===== config.mk =====
export PLATFORM = sky130hd
export DESIGN_NAME = convex_polygon_sat_overlap
export DESIGN_NICKNAME = d
export VERILOG_FILES = /design/src/hdl/cps_pkg.sv /design/src/hdl/convex_polygon_sat_overlap.sv /design/src/hdl/cps_ram.sv /design/src/hdl/cps_proj.sv
export SDC_FILE = /design/constraint.sdc
export NUM_CORES = 2
export LEC_CHECK = 0
export ABC_AREA = 1
export BUFFER_PORTS_ARGS = -buffer_cell sky130_fd_sc_hd__buf_2
export CORE_ASPECT_RATIO = 1.75
export CORE_MARGIN = 4
export CORE_UTILIZATION = 35
export CTS_BUF_LIST = sky130_fd_sc_hd__clkbuf_16
export DETAILED_ROUTE_END_ITERATION = 16
export GPL_TIMING_DRIVEN = 1
export PLACE_DENSITY = 0.6
export SYNTH_ARGS = -nofsm -noshare
export SYNTH_HDL_FRONTEND = slang
export SYNTH_HIERARCHICAL = 1
export SYNTH_SLANG_ARGS = --single-unit
export TNS_END_PERCENT = 100

===== constraint.sdc =====
create_clock -name clk -period 8.4 [get_ports clk]
set_input_delay 0.84 -clock clk [delete_from_list [all_inputs] [get_ports clk]]
set_output_delay 0.84 -clock clk [all_outputs]
set_load 0.005 [all_outputs]

===== src/hdl/cps_pkg.sv =====
`timescale 1ns / 1ps
package cps_pkg;

  localparam int COORD_BITS       = 16;
  localparam int NRM_BITS         = COORD_BITS + 1;
  localparam int PRD_BITS         = COORD_BITS + NRM_BITS;
  localparam int DOT_BITS         = PRD_BITS + 1;
  localparam int MAX_VERTICES_DEF = 16;

  localparam logic [1:0] ST_OK      = 2'd0;
  localparam logic [1:0] ST_EMPTY   = 2'd1;
  localparam logic [1:0] ST_DROPPED = 2'd2;

  typedef struct packed {
    logic                         hull_select;
    logic signed [COORD_BITS-1:0] vertex_x;
    logic signed [COORD_BITS-1:0] vertex_y;
    logic                         end_of_hull;
  } in_item_t;

  typedef struct packed {
    logic       hulls_overlap;
    logic [1:0] status;
  } out_item_t;

  typedef struct packed {
    logic valid;
    logic hull;
    logic first;
  } proj_ctl_t;

endpackage


===== src/hdl/convex_polygon_sat_overlap.sv =====
`timescale 1ns / 1ps
// Convex polygon overlap test (separating axis, 2D).
// Input: one vertex item per accepted start (start high, busy low). hull_select
// picks hull A or B; vertices arrive in boundary order. A hull A item and a
// hull B item without end_of_hull are each stored while busy stays low.
// The B item with end_of_hull starts the test and raises busy unless A is empty.
// Test: each edge normal of A, then of B, is formed from two vertex reads,
// then every vertex of both hulls is streamed through one shared dot-product
// unit (two multipliers, one adder, min/max tracking), one vertex a cycle.
// The test stops on the first separating edge. Result: out_valid pulses for
// one cycle, in the cycle after the last check (or in the cycle after the
// starting item if a hull is empty). The receiver cannot stall; the result
// must be taken in that cycle. Vertices beyond MAX_VERTICES are dropped and
// flagged in status. Reset empties both hulls and returns to loading; vertex
// memories are not cleared.
module convex_polygon_sat_overlap import cps_pkg::*; #(
  parameter int MAX_VERTICES = MAX_VERTICES_DEF
) (
  input  logic      clk,
  input  logic      rst_n,
  input  logic      start,
  output logic      busy,
  input  in_item_t  in_item,
  output logic      out_valid,
  output out_item_t out_item
);

  localparam int AW   = (MAX_VERTICES > 1) ? $clog2(MAX_VERTICES) : 1;
  localparam int CNTW = $clog2(MAX_VERTICES + 1);
  localparam int VW   = 2 * COORD_BITS;
  localparam logic [CNTW-1:0] CNT_MAX = CNTW'(MAX_VERTICES);

  typedef enum logic [2:0] {
    S_LOAD, S_EDGE0, S_EDGE1, S_EDGE2, S_SCAN, S_DRAIN, S_CHECK
  } state_t;

  state_t                     state_r;
  logic [CNTW-1:0]            cnt_a_r, cnt_b_r;
  logic                       ovf_r;
  logic [1:0]                 status_r;
  logic                       eh_r, sh_r;
  logic [AW-1:0]              ei_r, sk_r;
  logic signed [COORD_BITS-1:0] p0x_r, p0y_r;
  logic signed [NRM_BITS-1:0] nx_r, ny_r;
  proj_ctl_t                  s1_r;
  logic                       out_valid_r;
  out_item_t                  out_item_r;

  logic                       we_a, we_b;
  logic [VW-1:0]              wdata, rdata_a, rdata_b, vert;
  logic [AW-1:0]              raddr, ej;
  logic [CNTW-1:0]            ei_inc, sk_inc, cnt_e, cnt_s, cnt_b_add;
  logic                       e_last, s_last, ovf_b, rsel, separated;
  logic signed [COORD_BITS-1:0] vx, vy;
  logic                       proj_active;
  logic signed [DOT_BITS-1:0] min_a, max_a, min_b, max_b;
  logic                       out_valid_nxt;
  proj_ctl_t                  s1_nxt;

  assign busy = (state_r != S_LOAD);

  // vertex store
  assign wdata = {in_item.vertex_y, in_item.vertex_x};
  assign we_a  = start && !busy && !in_item.hull_select && (cnt_a_r < CNT_MAX);
  assign we_b  = start && !busy && in_item.hull_select && (cnt_b_r < CNT_MAX);

  assign cnt_b_add = (cnt_b_r < CNT_MAX) ? cnt_b_r + 1'b1 : cnt_b_r;
  assign ovf_b     = ovf_r || (cnt_b_r == CNT_MAX);

  // edge and scan indexing
  assign cnt_e  = eh_r ? cnt_b_r : cnt_a_r;
  assign ei_inc = CNTW'(ei_r) + 1'b1;
  assign e_last = (ei_inc == cnt_e);
  assign ej     = e_last ? '0 : ei_inc[AW-1:0];
  assign cnt_s  = sh_r ? cnt_b_r : cnt_a_r;
  assign sk_inc = CNTW'(sk_r) + 1'b1;
  assign s_last = (sk_inc == cnt_s);

  always_comb begin
    case (state_r)
      S_EDGE0: raddr = ei_r;
      S_EDGE1: raddr = ej;
      S_SCAN:  raddr = sk_r;
      default: raddr = ei_r;
    endcase
  end

  cps_ram #(.WIDTH(VW), .DEPTH(MAX_VERTICES)) u_ram_a (
    .clk   (clk),
    .we    (we_a),
    .waddr (cnt_a_r[AW-1:0]),
    .wdata (wdata),
    .raddr (raddr),
    .rdata (rdata_a)
  );

  cps_ram #(.WIDTH(VW), .DEPTH(MAX_VERTICES)) u_ram_b (
    .clk   (clk),
    .we    (we_b),
    .waddr (cnt_b_r[AW-1:0]),
    .wdata (wdata),
    .raddr (raddr),
    .rdata (rdata_b)
  );

  // read data belongs to the edge hull during edge fetch, else to the scan tag
  assign rsel = (state_r == S_EDGE1 || state_r == S_EDGE2) ? eh_r : s1_r.hull;
  assign vert = rsel ? rdata_b : rdata_a;
  assign vx   = vert[COORD_BITS-1:0];
  assign vy   = vert[VW-1:COORD_BITS];

  cps_proj u_proj (
    .clk    (clk),
    .rst_n  (rst_n),
    .ctl    (s1_r),
    .px     (vx),
    .py     (vy),
    .nx     (nx_r),
    .ny     (ny_r),
    .active (proj_active),
    .min_a  (min_a),
    .max_a  (max_a),
    .min_b  (min_b),
    .max_b  (max_b)
  );

  // touching intervals still overlap
  assign separated = (max_a < min_b) || (max_b < min_a);

  // result strobe: empty hull at the closing item, or end of the test
  assign out_valid_nxt = (state_r == S_LOAD && start && in_item.hull_select &&
                          in_item.end_of_hull && (cnt_a_r == '0 || cnt_b_add == '0)) ||
                         (state_r == S_CHECK && (separated || (e_last && eh_r)));

  always_comb begin
    s1_nxt = '0;
    if (state_r == S_SCAN) begin
      s1_nxt = '{valid: 1'b1, hull: sh_r, first: (sk_r == '0)};
    end
  end

  always_ff @(posedge clk) begin
    if (!rst_n) begin
      state_r     <= S_LOAD;
      cnt_a_r     <= '0;
      cnt_b_r     <= '0;
      ovf_r       <= 1'b0;
      s1_r        <= '0;
      out_valid_r <= 1'b0;
    end else begin
      out_valid_r <= out_valid_nxt;
      s1_r        <= s1_nxt;
      case (state_r)
        S_LOAD: begin
          if (start) begin
            if (!in_item.hull_select) begin
              if (cnt_a_r < CNT_MAX) cnt_a_r <= cnt_a_r + 1'b1;
              else                   ovf_r   <= 1'b1;
            end else if (!in_item.end_of_hull) begin
              cnt_b_r <= cnt_b_add;
              ovf_r   <= ovf_b;
            end else if (cnt_a_r == '0 || cnt_b_add == '0) begin
              out_item_r.hulls_overlap <= 1'b0;
              out_item_r.status        <= ST_EMPTY;
              cnt_a_r                  <= '0;
              cnt_b_r                  <= '0;
              ovf_r                    <= 1'b0;
            end else begin
              cnt_b_r  <= cnt_b_add;
              status_r <= ovf_b ? ST_DROPPED : ST_OK;
              eh_r     <= 1'b0;
              ei_r     <= '0;
              state_r  <= S_EDGE0;
            end
          end
        end
        S_EDGE0: state_r <= S_EDGE1;
        S_EDGE1: begin
          p0x_r   <= vx;
          p0y_r   <= vy;
          state_r <= S_EDGE2;
        end
        S_EDGE2: begin
          // normal of edge i -> j is (yj - yi, xi - xj)
          nx_r    <= NRM_BITS'(vy) - NRM_BITS'(p0y_r);
          ny_r    <= NRM_BITS'(p0x_r) - NRM_BITS'(vx);
          sh_r    <= 1'b0;
          sk_r    <= '0;
          state_r <= S_SCAN;
        end
        S_SCAN: begin
          if (s_last) begin
            if (!sh_r) begin
              sh_r <= 1'b1;
              sk_r <= '0;
            end else begin
              state_r <= S_DRAIN;
            end
          end else begin
            sk_r <= sk_inc[AW-1:0];
          end
        end
        S_DRAIN: begin
          if (!s1_r.valid && !proj_active) state_r <= S_CHECK;
        end
        S_CHECK: begin
          if (separated || (e_last && eh_r)) begin
            out_item_r.hulls_overlap <= !separated;
            out_item_r.status        <= status_r;
            cnt_a_r                  <= '0;
            cnt_b_r                  <= '0;
            ovf_r                    <= 1'b0;
            state_r                  <= S_LOAD;
          end else if (e_last) begin
            eh_r    <= 1'b1;
            ei_r    <= '0;
            state_r <= S_EDGE0;
          end else begin
            ei_r    <= ei_inc[AW-1:0];
            state_r <= S_EDGE0;
          end
        end
        default: state_r <= S_LOAD;
      endcase
    end
  end

  assign out_valid = out_valid_r;
  assign out_item  = out_item_r;

endmodule


===== src/hdl/cps_ram.sv =====
`timescale 1ns / 1ps
module cps_ram #(
  parameter int WIDTH = 32,
  parameter int DEPTH = 16,
  localparam int AW = (DEPTH > 1) ? $clog2(DEPTH) : 1
) (
  input  logic             clk,
  input  logic             we,
  input  logic [AW-1:0]    waddr,
  input  logic [WIDTH-1:0] wdata,
  input  logic [AW-1:0]    raddr,
  output logic [WIDTH-1:0] rdata
);

  logic [WIDTH-1:0] mem_r [DEPTH];
  logic [WIDTH-1:0] rdata_r;

  always_ff @(posedge clk) begin
    if (we) begin
      mem_r[waddr] <= wdata;
    end
    rdata_r <= mem_r[raddr];
  end

  assign rdata = rdata_r;

endmodule


===== src/hdl/cps_proj.sv =====
`timescale 1ns / 1ps
module cps_proj import cps_pkg::*; (
  input  logic                       clk,
  input  logic                       rst_n,
  input  proj_ctl_t                  ctl,
  input  logic signed [COORD_BITS-1:0] px,
  input  logic signed [COORD_BITS-1:0] py,
  input  logic signed [NRM_BITS-1:0]   nx,
  input  logic signed [NRM_BITS-1:0]   ny,
  output logic                       active,
  output logic signed [DOT_BITS-1:0] min_a,
  output logic signed [DOT_BITS-1:0] max_a,
  output logic signed [DOT_BITS-1:0] min_b,
  output logic signed [DOT_BITS-1:0] max_b
);

  proj_ctl_t                  ctl_r;
  logic signed [PRD_BITS-1:0] prod_x_r, prod_y_r;
  logic signed [DOT_BITS-1:0] min_a_r, max_a_r, min_b_r, max_b_r;
  logic signed [DOT_BITS-1:0] dot;

  assign dot = DOT_BITS'(prod_x_r) + DOT_BITS'(prod_y_r);

  always_ff @(posedge clk) begin
    if (!rst_n) begin
      ctl_r <= '0;
    end else begin
      ctl_r <= ctl;
    end
    prod_x_r <= PRD_BITS'(px) * PRD_BITS'(nx);
    prod_y_r <= PRD_BITS'(py) * PRD_BITS'(ny);
    // first vertex of a hull seeds both bounds
    if (ctl_r.valid && !ctl_r.hull) begin
      if (ctl_r.first || dot < min_a_r) min_a_r <= dot;
      if (ctl_r.first || dot > max_a_r) max_a_r <= dot;
    end
    if (ctl_r.valid && ctl_r.hull) begin
      if (ctl_r.first || dot < min_b_r) min_b_r <= dot;
      if (ctl_r.first || dot > max_b_r) max_b_r <= dot;
    end
  end

  assign active = ctl_r.valid;
  assign min_a  = min_a_r;
  assign max_a  = max_a_r;
  assign min_b  = min_b_r;
  assign max_b  = max_b_r;

endmodule


==> results.toml <==
[run_status]
status = "finished, final reports clean"

[synth]
synthArstFlopShare_pct = 0
syn-cell-area_um2 = 86180
yosysWarningCount = 6
synthFlopType = "edfxtp_1"
avgSynthCellArea_um2 = 9.378
synth_edf_count = 1240
synth_seq_cells = 1391
syn-num-nets = 10220
ys_seq_area_share_pct = 46.72
yosysUniqueCellTypes = 63
synthCells = 9189

[critical_path]
cp.buffers_inverters = 6
crit_path_max_incr_delay_ps = 900
slowest_stage = "fa_1"
critPathTopFamily = "adder cells"
crit_type = "reg2reg"
worst_r2r_path_depth = 24
start_kind = "flip-flop"
cp.required_ps = 9090
endpoint_kind = "flip-flop"
cp_max_fo = 18
path_cells = "nand2_1 -> nand2_1 -> inv_1 -> or2_2 -> o21ai_1 -> inv_1 -> nand2_1 -> inv_1 -> fa_1 -> fa_1 -> fa_1 -> fa_1 -> fa_1 -> inv_1 -> fa_1 -> inv_1 -> ha_1 -> nand2_1 -> nor2_1 -> inv_1 -> nor3_1 -> nor2_1 -> nand3_1 -> nand2_1"
path_depth = 24
arrival_ps = 8280

[clock_tree]
clkSlewWorstSetupHoldPaths_ps = 60
cts_setup_buffers = 0
root_buffer = "clkbuf_16"
cts.sinks = 1391
cts_htree_levels = 4
clockBufferDepth = 4
cts_tree = "yes"
cts.repair.resized = 0
worstSkewPairLatency_ps = 820
hold_buffers = 0
cts_made_buffers = 142

[routing]
via_count = 60290
drtIter0Drc = 3652
finalWirelength_um = 235900
wl_per_cell_um = 18.87
drc = 0
postRouteAntennaNets = 0
dr.pass1.iters = 7
viasPerCell = 4.822

[hold_path]
hp-class = "reg2reg"
whs_path_depth = 2

[floorplanning]
io_pins = 42
die_area_um2 = 254500
fp.dieW_um = 383.1
rows = 240
die_h_um = 664.4
start_util_pct = 35.21
core-area_um2 = 244700

[placement]
postPlaceCellArea_um2 = 89710
numPortBuffers = 41
numPlacedInstances = 12250
place_congestion = 0.9165
dp_hpwl_um = 163100

[global_route]
grt_max_degree = 175
grt_antenna_before_repair = 11
first_global_vias = 61890
gr-usage-all-layers_pct = 18.15
grt_pass1_wl_um = 356700
grt_overflow = 0

[cells_and_area]
final_area_um2 = 94000
fin_util_pct = 38.41
area_growth_pct = 9.078
nets = 10160
layout_common_cells = "2,483 x nand2_1, 2,126 x inv_1, 1,240 x edfxtp_1"
final_common_cell = "nand2_1"
drive_gt1_share_pct = 4.789
instances_no_fill = 12500

[sta]
finClkSkew_ps = 91.06
finalCritPeriodShare_pct = 90.43
rsz0062_at_grt = "false"
min_period_ps = 7596
relSlewSlack_pct = 20.22
max_freq_ghz = 0.1316
drv_slew = 0
fin_setup_tns_ps = 0
setup_viol = 0
hold_viol_final = 0
tightest_slew_ps = 1197

[flow_run]
drv_cap = 0
final timing paths:
kind | start | to | slack, ps
worst min-delay path | s1_r[0]$_SDFF_PN0_ | u_proj/ctl_r[0]$_SDFF_PN0_ | 420
worst max-delay path | eh_r$_DFFE_PP_ | u_proj/prod_x_r[30]$_DFF_P_ | 800
worst min register to register | s1_r[0]$_SDFF_PN0_ | u_proj/ctl_r[0]$_SDFF_PN0_ | 420
worst max register to register | eh_r$_DFFE_PP_ | u_proj/prod_x_r[30]$_DFF_P_ | 800
final cells by class:
class	instances	area (um2)
Tap cell	3267	4088
Antenna cell	4	10.01
Sequential cell	1391	40260
Clock buffer	144	3603
Timing Repair Buffer	140	1023
Fill cell	24000	150700
Clock inverter	100	673.1
Inverter	2109	7933
Multi-Input combinational cell	5346	36410
state kept, by name, summed over array words and instances, names as in the netlist, 33 cells and up:
register and cells:
u_proj/prod_y_r 33, u_proj/max_b 34, u_ram_b/mem_r 512, u_ram_a/mem_r 512
u_proj/min_b 34, u_proj/prod_x_r 33, u_proj/min_a 34, u_proj/max_a 34
worst min-delay path, cell delays in order, from the launching register on:
cell and delay (ps):
dfxtp_1 310, nand2_1 50, inv_1 40
synth_stat cells (50+ instances only):
cell type,number,area (um2)
nand4_1,50,312.8
a21oi_1,222,1111
nand2_1,2483,9320
dfxtp_1,151,3023
fa_1,555,11110
clkbuf_1,150,563.0
inv_1,2093,7856
edfxtp_1,1240,37240
o21ai_0,86,430.4
ha_1,440,5505
buf_6,60,675.7
buf_2,86,430.4
xor2_1,96,840.8
nor2_1,264,991.0
nand3_1,869,4349
per-stage QoR:
step | hold WS [ps] | worst slack [ps]
final | 420.6 | 803.9
after global routing | 410.4 | 324.5
after detailed placement | 406.8 | 769.7
after floorplan | 390.0 | 1884
after global placement | 407.7 | 802.7
after CTS | 365.3 | 797.5
per-layer routing:
layer  routed length (um)  vias to the layer above  track usage [%]
met2               127400                     1590            34.87
met3                10870                      568            2.440
met4                13880                        8            9.611
met5                   42                        -                0
met1                83730                    29650            18.91
li1                     -                    28470                -
cell families (layout without fill, tap and decap cells):
logic type | count (synthesis) | count (layout) | synth area share (%)
buffers and inverters | 2452 | 2493 | 11.43
adders and majority gates | 995 | 995 | 19.28
DFF | 1391 | 1391 | 46.72
xor gates and xnor gates | 144 | 144 | 1.472
and+or+nand+nor | 3760 | 3760 | 18.13
other | 0 | 4 | 0
AOI/OAI and AO/OA | 447 | 447 | 2.963
Power is left out: the tool's default activity adds up to more than one toggle a clock period on the data nets, which glitch-free logic cannot reach.
